--- config.mk ---
export PLATFORM = sky130hd
export DESIGN_NAME = btz_ram
export DESIGN_NICKNAME = d
export VERILOG_FILES = /design/src/hw/rtl/bbox_track_and_zone_counter_macros.svh /design/src/hw/rtl/btz_ram.sv
export SDC_FILE = /design/constraint.sdc
export NUM_CORES = 1
export LEC_CHECK = 0
export BUFFER_PORTS_ARGS = -buffer_cell sky130_fd_sc_hd__buf_4
export CAP_MARGIN = 20
export CORE_ASPECT_RATIO = 0.8
export CORE_MARGIN = 4
export CORE_UTILIZATION = 25
export CTS_BUF_LIST = sky130_fd_sc_hd__clkbuf_8
export CTS_CLUSTER_DIAMETER = 50
export CTS_CLUSTER_SIZE = 10
export DETAILED_ROUTE_END_ITERATION = 10
export GPL_TIMING_DRIVEN = 0
export HOLD_SLACK_MARGIN = 0.06
export SYNTH_ARGS = -nofsm -noshare
export SYNTH_HDL_FRONTEND = slang
export SYNTH_SLANG_ARGS = --single-unit
--- constraint.sdc ---
create_clock -name clk -period 1.9 [get_ports clk]
set_clock_uncertainty 0.1 [all_clocks]
set_input_delay 0.095 -clock clk [delete_from_list [all_inputs] [get_ports clk]]
set_output_delay 0.095 -clock clk [all_outputs]
set_load 0.01 [all_outputs]
--- src/hw/rtl/bbox_track_and_zone_counter_macros.svh ---
// ---------------------------------------------------------------------------
// bbox_track_and_zone_counter_macros
// Assertion macros used by the tracker RTL.
// ---------------------------------------------------------------------------
`ifndef BBOX_TRACK_AND_ZONE_COUNTER_MACROS_SVH
`define BBOX_TRACK_AND_ZONE_COUNTER_MACROS_SVH

// Implication checked at every clock edge outside reset.
`define BTZ_ASSERT_IMP(label, clk, rst_n, ante, cons) \
    label: assert property (@(posedge clk) disable iff (!rst_n) (ante) |-> (cons)) \
        else $error("assertion failed");

// Implication checked in the cycle after the antecedent.
`define BTZ_ASSERT_NEXT(label, clk, rst_n, ante, cons) \
    label: assert property (@(posedge clk) disable iff (!rst_n) (ante) |=> (cons)) \
        else $error("assertion failed");

`endif

--- src/hw/rtl/btz_ram.sv ---
// ---------------------------------------------------------------------------
// btz_ram
// Single-port-write, single-port-read RAM with registered read.
// ---------------------------------------------------------------------------
`default_nettype none
module btz_ram #(
    parameter int WIDTH = 8,
    parameter int DEPTH = 32
) (
    input  wire logic                     clk,
    input  wire logic                     we,
    input  wire logic [$clog2(DEPTH)-1:0] waddr,
    input  wire logic [WIDTH-1:0]         wdata,
    input  wire logic [$clog2(DEPTH)-1:0] raddr,
    output logic [WIDTH-1:0]              rdata
);
    logic [WIDTH-1:0] mem [DEPTH];

    // Write port and registered read.
    always_ff @(posedge clk)
    begin
        if (we)
        begin
            mem[waddr] <= wdata;
        end
        rdata <= mem[raddr];
    end
endmodule
`default_nettype wire

# Yosys cells after proc, flatten, opt, wreduce, memory -nomap -nowiden
# Memory sizes are Yosys's and may differ from the RTL's. A register that Yosys moved wholly into a read port is not among the register bits.
# Index checks and enable logic that the tools add are counted.
dict set report totals {
  wordCells 3
  ram_bits 256
  ff_bits 0
  mem_count 1
  output_inout_bits 8
  in_bits 20
}
dict set report classes {
  muxes 2
}
# name words word_bits read_ports rd_clocked_by_memory_dff wr line_no
set mem_list {}
lappend mem_list {mem 32 8 1 1 1 btz_ram.sv:17} ;# logic [WIDTH-1:0] mem [DEPTH];
# op n
set ops {}
lappend ops {{2-to-1 mux 1 bit} 2}

# Depth between registers and ports, before layout
dict set report logic_depth {
  word_depth 2
  depth_mapped 5
  depth_no_buf 3
}

# Least setup slack after synthesis
# OpenSTA, ideal clock, no wires.
dict set report synth_path {
  kind {input-to-reg}
  startpoint {input raddr[2]}
  endpoint {register rdata[0], read port of mem}
  slack_ns -0.097
  setup_ns 0.121
  path_buffers 2
  path_stages 5
  required_ns 1.679
  arrival_time_ns 1.777
  path_cell_list {clkbuf_1 clkbuf_1 mux4_2 mux4_2 mux2_2}
}
# element line_no
set synth_lines {}
lappend synth_lines {{start, declared} btz_ram.sv:14} ;# input wire logic [$clog2(DEPTH)-1:0] raddr,
lappend synth_lines {{end, declared} btz_ram.sv:15} ;# output logic [WIDTH-1:0] rdata

==> impl_metrics.tcl <==
set metrics [dict create \
    timing.final.ws_setup_ps -74.5 \
    drtIter0Drc 489 \
    dieArea_sq_um 43500 \
    antenna_found_initial 0 \
    cts_made_buffers 31 \
    grt_pass1_vias 4610 \
    hold_viol 0 \
    failed_checks "negative setup slack" \
    min_path_type "input port to flop" \
    end_kind "flop" \
    fillers 3811 \
    setup_viol 5 \
    clkTransAtPathRegs_ps 70 \
    ys_seq_area_frac 0.781 \
    fin_util 0.292 \
    initial_utilization 0.254 \
    slew_headroom 0.412 \
    crit_fanout 1 \
    drive_gt1_frac 0.327 \
    ios 28 \
    grt_setup_unrepaired "true" \
    die_h_microns 187 \
    grt_max_degree 33 \
    cp_common_cell "mux4_2" \
    p_leak_nw 3.52 \
    outcome "complete, but fails checks" \
    clockBufferDepth 3 \
    wl_met3_microns 1370 \
    slowest_stage "mux4_2" \
    antennaDiodeCount 0 \
    yosysWarnings 0 \
    first_pass_iters 5 \
    ys_types 15 \
    required_ps 2250 \
    dr_wl_met2_microns 10100 \
    fp-row-count 65 \
    final_area_sq_um 11600 \
    cts_sinks 264 \
    multi_input_area_sq_um 2110 \
    fin_crit_sh 1.04 \
    seq_area_sq_um 7850 \
    drv_cap 0 \
    gp_congestion 0.775 \
    slew_viol_final 0 \
    drt-total-wl_microns 21200 \
    port_buffers 22 \
    path_buf_inv 0 \
    syn2layout_area_growth_pct 14.9 \
    fin_nets 501 \
    h-tree-depth 1 \
    final_cell_mix "256 x edfxtp_1, 80 x mux4_2, 33 x nor2_1" \
    grt_pass1_wl_microns 31200 \
    die_x_microns 232 \
    via_per_inst 4.31 \
    crit_chain "mux4_2 -> mux4_2 -> mux2_4" \
    finalCriticalPeriod_ps 1970 \
    drc 0 \
    dp_slack_ps -625 \
    cts_root_buf "clkbuf_8" \
    grt_overflow 0 \
    total_power_mw 10.8 \
    grtUsageTotal 0.0964 \
    crit_type "flop to flop" \
    wl_per_cell_microns 20.6 \
    cp_top_family "multiplexers" \
    dp_cells 975 \
    ant_nets 0 \
    synth-seq-cells 264 \
    dp_hpwl_microns 14300 \
    worstSetupStartpointType "flop" \
    max_freq_ghz 0.506 \
    m1WireLength_microns 9310 \
    synth_nets 437 \
    place_area_sq_um 10900 \
    synth.cell_area_sq_um 10100 \
    layout_commonest_cell "edfxtp_1" \
    top_layer "met4" \
    tightest_slew_ps 878 \
    power.density_nw_per_um2 936 \
    core_sq_um 39600 \
    netlist_instances 417 \
    critPathArrivalTime_ps 2330 \
    clk_latency_ps 570 \
    cts_setup_buffers 0 \
    synth.avg_cell_area_sq_um 24.1 \
    fin_cells 1031 \
    slowest_delay_ps 540 \
    ir_drop_mv 0.522 \
    vias 4441 \
    cts_tree "built" \
]
==> cell type report <==
class                   instances  area share
well taps                     536      0.0581
clock inverters                15     0.00942
flip-flops and latches        264       0.679
multi-input cells             133       0.183
repair buffers                 31      0.0221
clock buffers                  32      0.0381
plain buffers                  20     0.00996
==> timing repair <==
item	CTS	global route
setup endpoints to repair	5	8
hold buffers	9	0
gates resized for setup	4	2
hold endpoints to repair	264	0
==> cell families after synthesis <==
family	Yosys count	share of synthesized area
DFF	264	0.781
muxes	88	0.188
buffers and inverters	20	0.0106
and+or+nand+nor	45	0.0207
==> per-layer routing <==
| layer | up-vias | track usage |
|---|---|---|
| li1 | 1893 | - |
| met1 | 2368 | 0.136 |
| met2 | 151 | 0.152 |
| met3 | 29 | 0.0230 |
| met4 | 0 | 0.0211 |
| met5 | - | 0 |
==> cell usage after synthesis <==
| master | number | area (sq um) |
|---|---|---|
| mux4_2 | 80 | 1800 |
| buf_6 | 1 | 11.3 |
| nand3_1 | 2 | 10.0 |
| or3_1 | 1 | 6.26 |
| nand3b_1 | 5 | 37.5 |
| or3b_2 | 3 | 26.3 |
| clkbuf_1 | 6 | 22.5 |
| dfxtp_1 | 8 | 160 |
| edfxtp_1 | 256 | 7690 |
| nor2_1 | 33 | 124 |
| buf_2 | 1 | 5.00 |
| buf_4 | 6 | 45.0 |
| nand2_1 | 1 | 3.75 |
| buf_1 | 6 | 22.5 |
| mux2_2 | 8 | 90.1 |
==> state kept, by name (all words and copies together), names as in the netlist <==
| register | count |
|---|---|
| mem | 256 |
| rdata | 8 |
==> worst paths after layout <==
path / slack [ps] / startpoint / depth (start not counted) / to
max: -70 / mem[4][2] / 3 / rdata[2]
min: 90 / raddr[4] / 3 / rdata[4]
max reg2reg: -70 / mem[4][2] / 3 / rdata[2]
min reg2reg: 830 / mem[30][3] / 3 / rdata[3]
==> worst register-to-register path: cells and delay by family, from the launching register on <==
| family | cells | cell delay (ps) |
|---|---|---|
| DFF | 1 | 380 |
| muxes | 3 | 1390 |
==> where the power goes <==
part	switching, mW	leakage (nW)	total (mW)	internal [mW]
clock network	1.86	0.324	3.65	1.80
registers	0.0221	2.37	6.49	6.47
logic	0.365	0.827	0.670	0.305
==> metrics by stage <==
step	hold slack, ps	TNS, ps
floorplan	93.9	0
global placement	405	-16430
detailed placement	394	-21390
CTS	70.0	-228
global route	94.0	-411
finish	90.6	-198
Power figures use the tool's default switching activity.
