**config.mk**
```make
export PLATFORM = sky130hd
export DESIGN_NAME = btz_match
export DESIGN_NICKNAME = d
export VERILOG_FILES = /design/src/hw/rtl/bbox_track_and_zone_counter_macros.svh /design/src/hw/rtl/btz_match.sv
export SDC_FILE = /design/constraint.sdc
export NUM_CORES = 2
export LEC_CHECK = 0
export BUFFER_PORTS_ARGS = -buffer_cell sky130_fd_sc_hd__buf_4
export CELL_PAD_IN_SITES_DETAIL_PLACEMENT = 2
export CELL_PAD_IN_SITES_GLOBAL_PLACEMENT = 2
export CORE_UTILIZATION = 40
export DETAILED_ROUTE_END_ITERATION = 7
export PLACE_DENSITY = 0.86
export RECOVER_POWER = 25
export SYNTH_ARGS = -nofsm -noshare
export SYNTH_HDL_FRONTEND = slang
export SYNTH_SLANG_ARGS = --single-unit
```
**constraint.sdc**
```tcl
create_clock -name clk -period 15.3 [get_ports clk]
set_clock_uncertainty 0.15 [all_clocks]
set_input_delay 3.06 -clock clk [delete_from_list [all_inputs] [get_ports clk]]
set_output_delay 3.06 -clock clk [all_outputs]
set_load 0.02 [all_outputs]
```
**src/hw/rtl/bbox_track_and_zone_counter_macros.svh**
```systemverilog
// ---------------------------------------------------------------------------
// bbox_track_and_zone_counter_macros
// Assertion macros used by the tracker RTL.
// ---------------------------------------------------------------------------
`ifndef BBOX_TRACK_AND_ZONE_COUNTER_MACROS_SVH
`define BBOX_TRACK_AND_ZONE_COUNTER_MACROS_SVH

// Implication checked at every clock edge outside reset.
`define BTZ_ASSERT_IMP(label, clk, rst_n, ante, cons) \
    label: assert property (@(posedge clk) disable iff (!rst_n) (ante) |-> (cons)) \
        else $error("assertion failed");

// Implication checked in the cycle after the antecedent.
`define BTZ_ASSERT_NEXT(label, clk, rst_n, ante, cons) \
    label: assert property (@(posedge clk) disable iff (!rst_n) (ante) |=> (cons)) \
        else $error("assertion failed");

`endif

```
**src/hw/rtl/btz_match.sv**
```systemverilog
// ---------------------------------------------------------------------------
// btz_match
// Two-stage match test of a stored track against a detected box.
// ---------------------------------------------------------------------------
`default_nettype none
module btz_match #(
    parameter int CB = 12
) (
    input  wire logic          clk,
    input  wire logic [4*CB-1:0] tbox,
    input  wire logic [4*CB-1:0] nbox,
    input  wire logic [11:0]   min_dist,
    output logic               hit
);
    // Threshold width covers both the box sides and twice the 12-bit distance.
    localparam int MW = (CB > 12) ? CB : 12;
    localparam int QW = 2*MW + 6;

    logic [CB-1:0] tx, ty, tw, th, nx, ny, nw, nh;
    logic signed [CB+2:0] dx, dy;
    logic [MW:0] t2, side, thr;
    logic [CB:0] lox, hix, loy, hiy, ox, oy;
    logic [2*CB+1:0] dx2_reg, dy2_reg, ix_reg, ta_reg, na_reg;
    logic [2*MW+1:0] thr2_reg;
    logic [2*CB+3:0] dsum;
    logic [2*CB+9:0] lhs;
    logic [2*CB+2:0] uni;

    assign {th, tw, ty, tx} = tbox;
    assign {nh, nw, ny, nx} = nbox;

    // Stage one: centers, threshold and overlap products.
    always_comb
    begin
        dx = $signed({3'b0, nx} + {4'b0, nw[CB-1:1]}) - $signed({3'b0, tx} + {4'b0, tw[CB-1:1]});
        dy = $signed({3'b0, ny} + {4'b0, nh[CB-1:1]}) - $signed({3'b0, ty} + {4'b0, th[CB-1:1]});
        t2 = (MW+1)'({min_dist, 1'b0});
        side = (tw > th) ? (MW+1)'(tw) : (MW+1)'(th);
        thr = (side > t2) ? side : t2;
        lox = (tx > nx) ? {1'b0, tx} : {1'b0, nx};
        hix = (({1'b0, tx} + tw) < ({1'b0, nx} + nw)) ? ({1'b0, tx} + tw) : ({1'b0, nx} + nw);
        loy = (ty > ny) ? {1'b0, ty} : {1'b0, ny};
        hiy = (({1'b0, ty} + th) < ({1'b0, ny} + nh)) ? ({1'b0, ty} + th) : ({1'b0, ny} + nh);
        ox = (hix > lox) ? hix - lox : '0;
        oy = (hiy > loy) ? hiy - loy : '0;
    end

    always_ff @(posedge clk)
    begin
        dx2_reg <= (2*CB+2)'(dx * dx);
        dy2_reg <= (2*CB+2)'(dy * dy);
        thr2_reg <= (2*MW+2)'(thr * thr);
        ix_reg <= (2*CB+2)'(ox * oy);
        ta_reg <= (2*CB+2)'(tw * th);
        na_reg <= (2*CB+2)'(nw * nh);
    end

    // Stage two: compares.
    always_comb
    begin
        dsum = {2'b0, dx2_reg} + {2'b0, dy2_reg};
        uni = {1'b0, ta_reg} + {1'b0, na_reg} - {1'b0, ix_reg};
        lhs = (2*CB+10)'(ix_reg) * (2*CB+10)'(200);
        hit = (QW'({dsum, 2'b00}) < QW'(thr2_reg))
            || ((ix_reg != '0) && (lhs > (2*CB+10)'(uni)));
    end
endmodule
`default_nettype wire

```
; After elaboration in Yosys (flattened, before gate mapping)
; Cells that the tools add are included.
[totals]
ff_bits = 152
input_bits = 109
word_cells = 49
[op_classes]
n_mux = 8
addsub = 15
n_reduce_logical = 3
mul = 7
magnitude_cmp = 10
[op_table]
columns = operator, count
row1 = two-way mux 13 bit, 5
row2 = adder 12 x 11 -> 13 bit, 4
row3 = adder 12 x 12 -> 13 bit, 4
row4 = multiplier 13 x 13 -> 26 bit, 2
row5 = multiplier 14 x 14 -> 26 bit, 2
row6 = multiplier 12 x 12 -> 24 bit, 2
row7 = greater-than comparator 12 bit, 3
row8 = two-way mux 12 bit, 3
row9 = greater-than comparator 34 x 27 -> 1 bit, 1
row10 = "multiplier 26 x 5 -> 31 bit, second input constant", 1
row11 = < comparator 29 x 26 -> 1 bit, 1
row12 = subtractor 13 x 13 -> 14 bit, 2
row13 = adder 26 x 26 -> 27 bit, 1
row14 = subtractor 25 x 26 -> 27 bit, 1
row15 = greater-than comparator 13 x 12 -> 1 bit, 2
row16 = < comparator 13 bit, 2
row17 = nonzero test 26 bit, 1
row18 = subtractor 13 x 12 -> 13 bit, 2
row19 = adder 24 x 24 -> 25 bit, 1
row20 = greater-than comparator 12 x 13 -> 1 bit, 1
row21 = logical AND 1 bit, 1
row22 = logical OR 1 bit, 1

; Longest topological paths before layout
[depth]
ltp_word = 6
mapped_depth = 54
mapped_depth_nobuf = 52

; Least setup slack after synthesis
; OpenSTA, ideal clock, no wires.
[synth_path]
path_type = in2reg
startpoint = input tbox[0]
endpoint = register ix_reg[25]
required_ns = 15.078
t_arrival_ns = 13.233
setup_time_ns = 0.072
path_slack_ns = 1.845
stages = 50
path_cell_list = ha_1 -> fa_1 -> a21o_1 -> a21oi_1 -> o21bai_1 -> a21oi_1 -> o21bai_1 -> a41o_1 -> or2_2 -> xnor2_1 -> inv_1 -> ha_1 -> a21o_1 -> a21o_1 -> a221o_1 -> buf_2 -> buf_1 -> nor2_1 -> [14 not listed] -> inv_1 -> fa_1 -> inv_1 -> fa_1 -> fa_1 -> inv_1 -> fa_1 -> inv_1 -> ha_1 -> a21o_1 -> a31oi_1 -> o31ai_1 -> o41a_1 -> a21bo_2 -> o41ai_1 -> o21bai_1 -> a21oi_1 -> xnor2_1
[synth_between]
elab_chain_len = 6
word_cells_on_any_way = 9
cone_classes = 2 x add/sub / 1 x mul / 3 x order compare / 3 x mux
[synth_lines]
columns = element, line
row1 = start: declaration, btz_match.sv:10  ; input wire logic [4*CB-1:0] tbox,
row2 = adder 12 x 12 -> 13 bit, btz_match.sv:41  ; hix = (({1'b0, tx} + tw) < ({1'b0, nx} + nw)) ? ({1'b0, tx} + tw) : ({1'b0, nx} + nw);
row3 = < comparator 13 bit, btz_match.sv:41
row4 = two-way mux 13 bit, btz_match.sv:41
row5 = subtractor 13 x 12 -> 13 bit / greater-than comparator 13 x 12 -> 1 bit (equally long branches), btz_match.sv:44  ; ox = (hix > lox) ? hix - lox : '0;
row6 = two-way mux 13 bit *, btz_match.sv:44
row7 = multiplier 13 x 13 -> 26 bit *, btz_match.sv:53  ; ix_reg <= (2*CB+2)'(ox * oy);
row8 = end signal: assignment, btz_match.sv:53
row9 = end: declaration, btz_match.sv:23  ; logic [2*CB+1:0] dx2_reg, dy2_reg, ix_reg, ta_reg, na_reg;
; Mark *: on every way between the ends. The rest lies on a longest branch, timed or not.

; Final worst setup path
[layout_path]
startpoint = input tbox[36]
endpoint = register ix_reg[25]
[layout_between]
elab_chain_len = 6
word_cells_on_any_way = 7
cone_classes = 2 x add/sub / 1 x mul / 2 x order compare / 2 x mux
[layout_lines]
columns = element, line
row1 = adder 12 x 12 -> 13 bit *, btz_match.sv:43  ; hiy = (({1'b0, ty} + th) < ({1'b0, ny} + nh)) ? ({1'b0, ty} + th) : ({1'b0, ny} + nh);
row2 = < comparator 13 bit, btz_match.sv:43
row3 = two-way mux 13 bit *, btz_match.sv:43
row4 = subtractor 13 x 12 -> 13 bit / greater-than comparator 13 x 12 -> 1 bit (equally long branches), btz_match.sv:45  ; oy = (hiy > loy) ? hiy - loy : '0;
row5 = two-way mux 13 bit *, btz_match.sv:45
row6 = multiplier 13 x 13 -> 26 bit *, btz_match.sv:53
; Marks and branches as above.

==> results summary <==
The total of endpoints with negative setup slack in the final report came out at 0. The post-route standard cell area excluding fillers came out at roughly 0.052 mm2. STA classifies the critical path endpoint as a flip-flop. The clock period could shrink to around 15 ns. The worst min-delay path category is in2reg. The gate family responsible for the most delay along the worst path is compound AO/OA/AOI/OAI gates.

The worst relative slew slack came out at 0.159. The number of antenna violations at the first check in global routing is 24. Following the worst setup path forward leads to its endpoint at ix_reg[25].

After global routing the overflow that remains totals 0. The number of cells in the finished layout apart from fillers came out at 7,225. The count of nets left with antenna violations after detail routing came out at 0. The final weighted congestion in routability-driven placement is about 0.91. The total number of clock tree sinks came out at ~150. In this run the number of cells on the critical path is between 40 and 50. The floorplan step defined a die boundary enclosing roughly 0.12 mm2.

The count of flip-flops with a built-in enable after synthesis came out at 0. The number of detailed-routing iterations run before antenna repair came out at 5. The count of placed standard cells including taps came out at about 7,000.

The highest achievable clock rate came out at 0.0654 GHz. The share of flip-flops with an asynchronous set or reset came out at 0. Along the worst path, the maximum fanout reaches 15. The initial utilization of the core area, before any placement, comes to 0.405. The run finished with clean final reports. The final count of pins violating max slew is 0. The mean cell area of the mapped netlist came out at about 8.7 um2. The actual transition at the worst max-transition pin came out at 1.25 ns. The cell count after synthesis came out at roughly 5,500. The placed standard-cell area came out at a little over 0.05 mm2. Measured along the y axis, the die boundary spans roughly 350 um.

The wire-length estimate of the detail-placed layout is about 170,000 um. The CTS buffer count came out at 17. The synthesized netlist contains 88 unique library cells.

The number of design-rule violations left by the first detailed-router iteration came out at between 2,000 and 3,000. The number of global-route vias before repair is roughly 50,000. For this design, the slowest cell found on the critical path is a21oi_2. The global-route usage over all layers came out at 0.340. between 100 and 150 I/O pins were placed. The H-tree depth came out at 4. The fraction of layout instances using a drive strength above 1 is 0.0496. Data arrives at the worst endpoint at roughly 16 ns. The hold violation total from the final report is 0. The floorplan row count came out at approximately 130. Data on the critical path is required at its endpoint by 15.59 ns.

The number of I/O port buffers came out at ~110. The pin count of the biggest net entering global routing is 32. The fraction of the yosys area taken by sequential cells is 0.0620. The final-stage net count is between 7,000 and 8,000. TritonCTS built the clock tree. The worst setup path is launched from an input port. The synthesis-to-layout area growth is 7.38%. The total of warnings raised by yosys came out at 0. Together, buffers and inverters on the worst path number 5. The post-synthesis cell area came out at just under 0.05 mm2. The CTS root buffer is clkbuf_16. The total number of vias came out at approximately 42,000. The detailed-route vias per instance is roughly 5.9. Dividing the final minimum period by the clock period gives 0.999.

The flip-flop cell with the highest count after synthesis is dfxtp_1. The sum of routed wire length over all layers is between 200,000 and 250,000 um. The register with the most flip-flops in the layout has 26 of them. The number of remaining DRC errors came out at 0. The tool flagged a number of max-cap violations equal to 0. The number of flip-flops and latches in the synthesized netlist is about 150. The first-pass GRT wire length came out at about 310,000 um. The floorplan step set the die width to roughly 350 um. The core region is between 0.1 and 0.15 mm2. Setup repair after global routing could not meet its margin everywhere. Clock-pin slew was measured on the worst setup and hold paths at about 0.07 ns. The setup path with the least slack is of type in2reg. Dividing the detail-routed wire length by the instance count gives between 30 and 40 um. The number of hold buffers added after CTS was 0. The largest single stage delay on the critical path is 0.78 ns. The start point of the critical path is tbox[36].

The final core utilization came out at 0.435. The number of buffers between clock root and the deepest sink came out at 2.
-- worst min-delay path, cell delays in order --
cell     delay [ns]
buf_4          0.15
nand2_1        0.08
xor2_1         0.07
-- timing repair --
item | 4_1_cts | 5_1_grt
buffers inserted | 0 | 6
setup endpoints to repair | 0 | 8
resized for setup | 0 | 18
-- cells in the final DEF, fill, tap and decap left out, types with 14 or more instances in the layout --
cell type / n
inv_1: 1265
fa_1: 841
ha_1: 757
nand2_1: 456
nor2_1: 427
a21oi_1: 222
xnor2_1: 189
buf_4: 163
o21ai_0: 149
dfxtp_1: 149
and2_1: 112
xor2_1: 101
a21o_1: 95
nor3_1: 65
nand2b_1: 59
nor2b_1: 54
nand3_1: 51
o21a_1: 46
and3_1: 40
nand4_1: 28
o21bai_1: 27
mux2i_1: 25
a211oi_1: 21
diode_2: 17
a31oi_1: 17
clkbuf_16: 17
or3_1: 14
-- per-stage QoR --
step / hold WS, ns / worst slack (ns) / setup TNS, ns
floorplan: 3.04 / 1.84 / 0
global placement: 3.25 / 0.647 / 0
detailed placement: 3.29 / -0.395 / -0.517
CTS: 2.74 / 0.0211 / 0
global route: 2.77 / -0.361 / -0.729
finish: 2.74 / 0.0115 / 0
-- logic make-up after synthesis --
| family | share of synthesized area |
|---|---|
| AND/OR/NAND/NOR | 0.128 |
| multiplexers | 0.00788 |
| adder cells (fa/ha/maj) | 0.547 |
| buffers and inverters | 0.109 |
| XOR/XNOR | 0.0528 |
| AO/OA/AOI/OAI | 0.0939 |
| other | 0.0000779 |
| flip-flops | 0.0620 |
-- layer usage --
metal  GRT usage  up-vias  share of wire
li1            -    17371              -
met1       0.390    22051           0.36
met2       0.600     2016           0.49
met3      0.0562      938          0.070
met4       0.192       10          0.075
met5           0        -        0.00027
-- final cells by class --
cell class / instances / area [um2]
fill: 13064 / 67000
multi-input combinational: 3985 / 40000
inverter: 1278 / 4800
sequential: 149 / 2980
tap: 1600 / 2000
timing repair buffer: 164 / 1230
clock buffer: 19 / 433
clock inverter: 13 / 198
antenna: 17 / 42.5
-- how the worst min path moves through the flow --
| stage | from | to | cells past startpoint |
|---|---|---|---|
| global placement | min_dist[10] | thr2_reg[25] | 3 |
| CTS | min_dist[10] | thr2_reg[25] | 3 |
| finish | min_dist[10] | thr2_reg[25] | 3 |
| global route | min_dist[10] | thr2_reg[25] | 3 |
| floorplan | nbox[36] | na_reg[0] | 1 |
| detailed placement | min_dist[10] | thr2_reg[25] | 3 |
-- cell usage after synthesis, types with 14 or more instances --
library cell | instances | area (um2)
nand2_1 | 457 | 1720
a21o_1 | 95 | 713
xnor2_1 | 189 | 1660
dfxtp_1 | 149 | 2980
and2_1 | 115 | 719
and3_1 | 41 | 257
nand4_1 | 28 | 175
nand2b_1 | 59 | 369
nand3_1 | 51 | 255
a211oi_1 | 22 | 165
mux2i_1 | 25 | 250
nor2_1 | 427 | 1600
a31oi_1 | 17 | 106
o21a_1 | 46 | 345
xor2_1 | 101 | 885
inv_1 | 1265 | 4750
buf_2 | 20 | 100
or3_1 | 14 | 87.6
o21bai_1 | 27 | 203
clkbuf_1 | 77 | 289
nor3_1 | 67 | 335
nor2b_1 | 54 | 338
o21ai_0 | 149 | 746
fa_1 | 841 | 16800
a21oi_1 | 223 | 1120
ha_1 | 757 | 9470
Power is left out: the tool's default activity adds up to more than one toggle a clock period on the data nets, which glitch-free logic cannot reach.
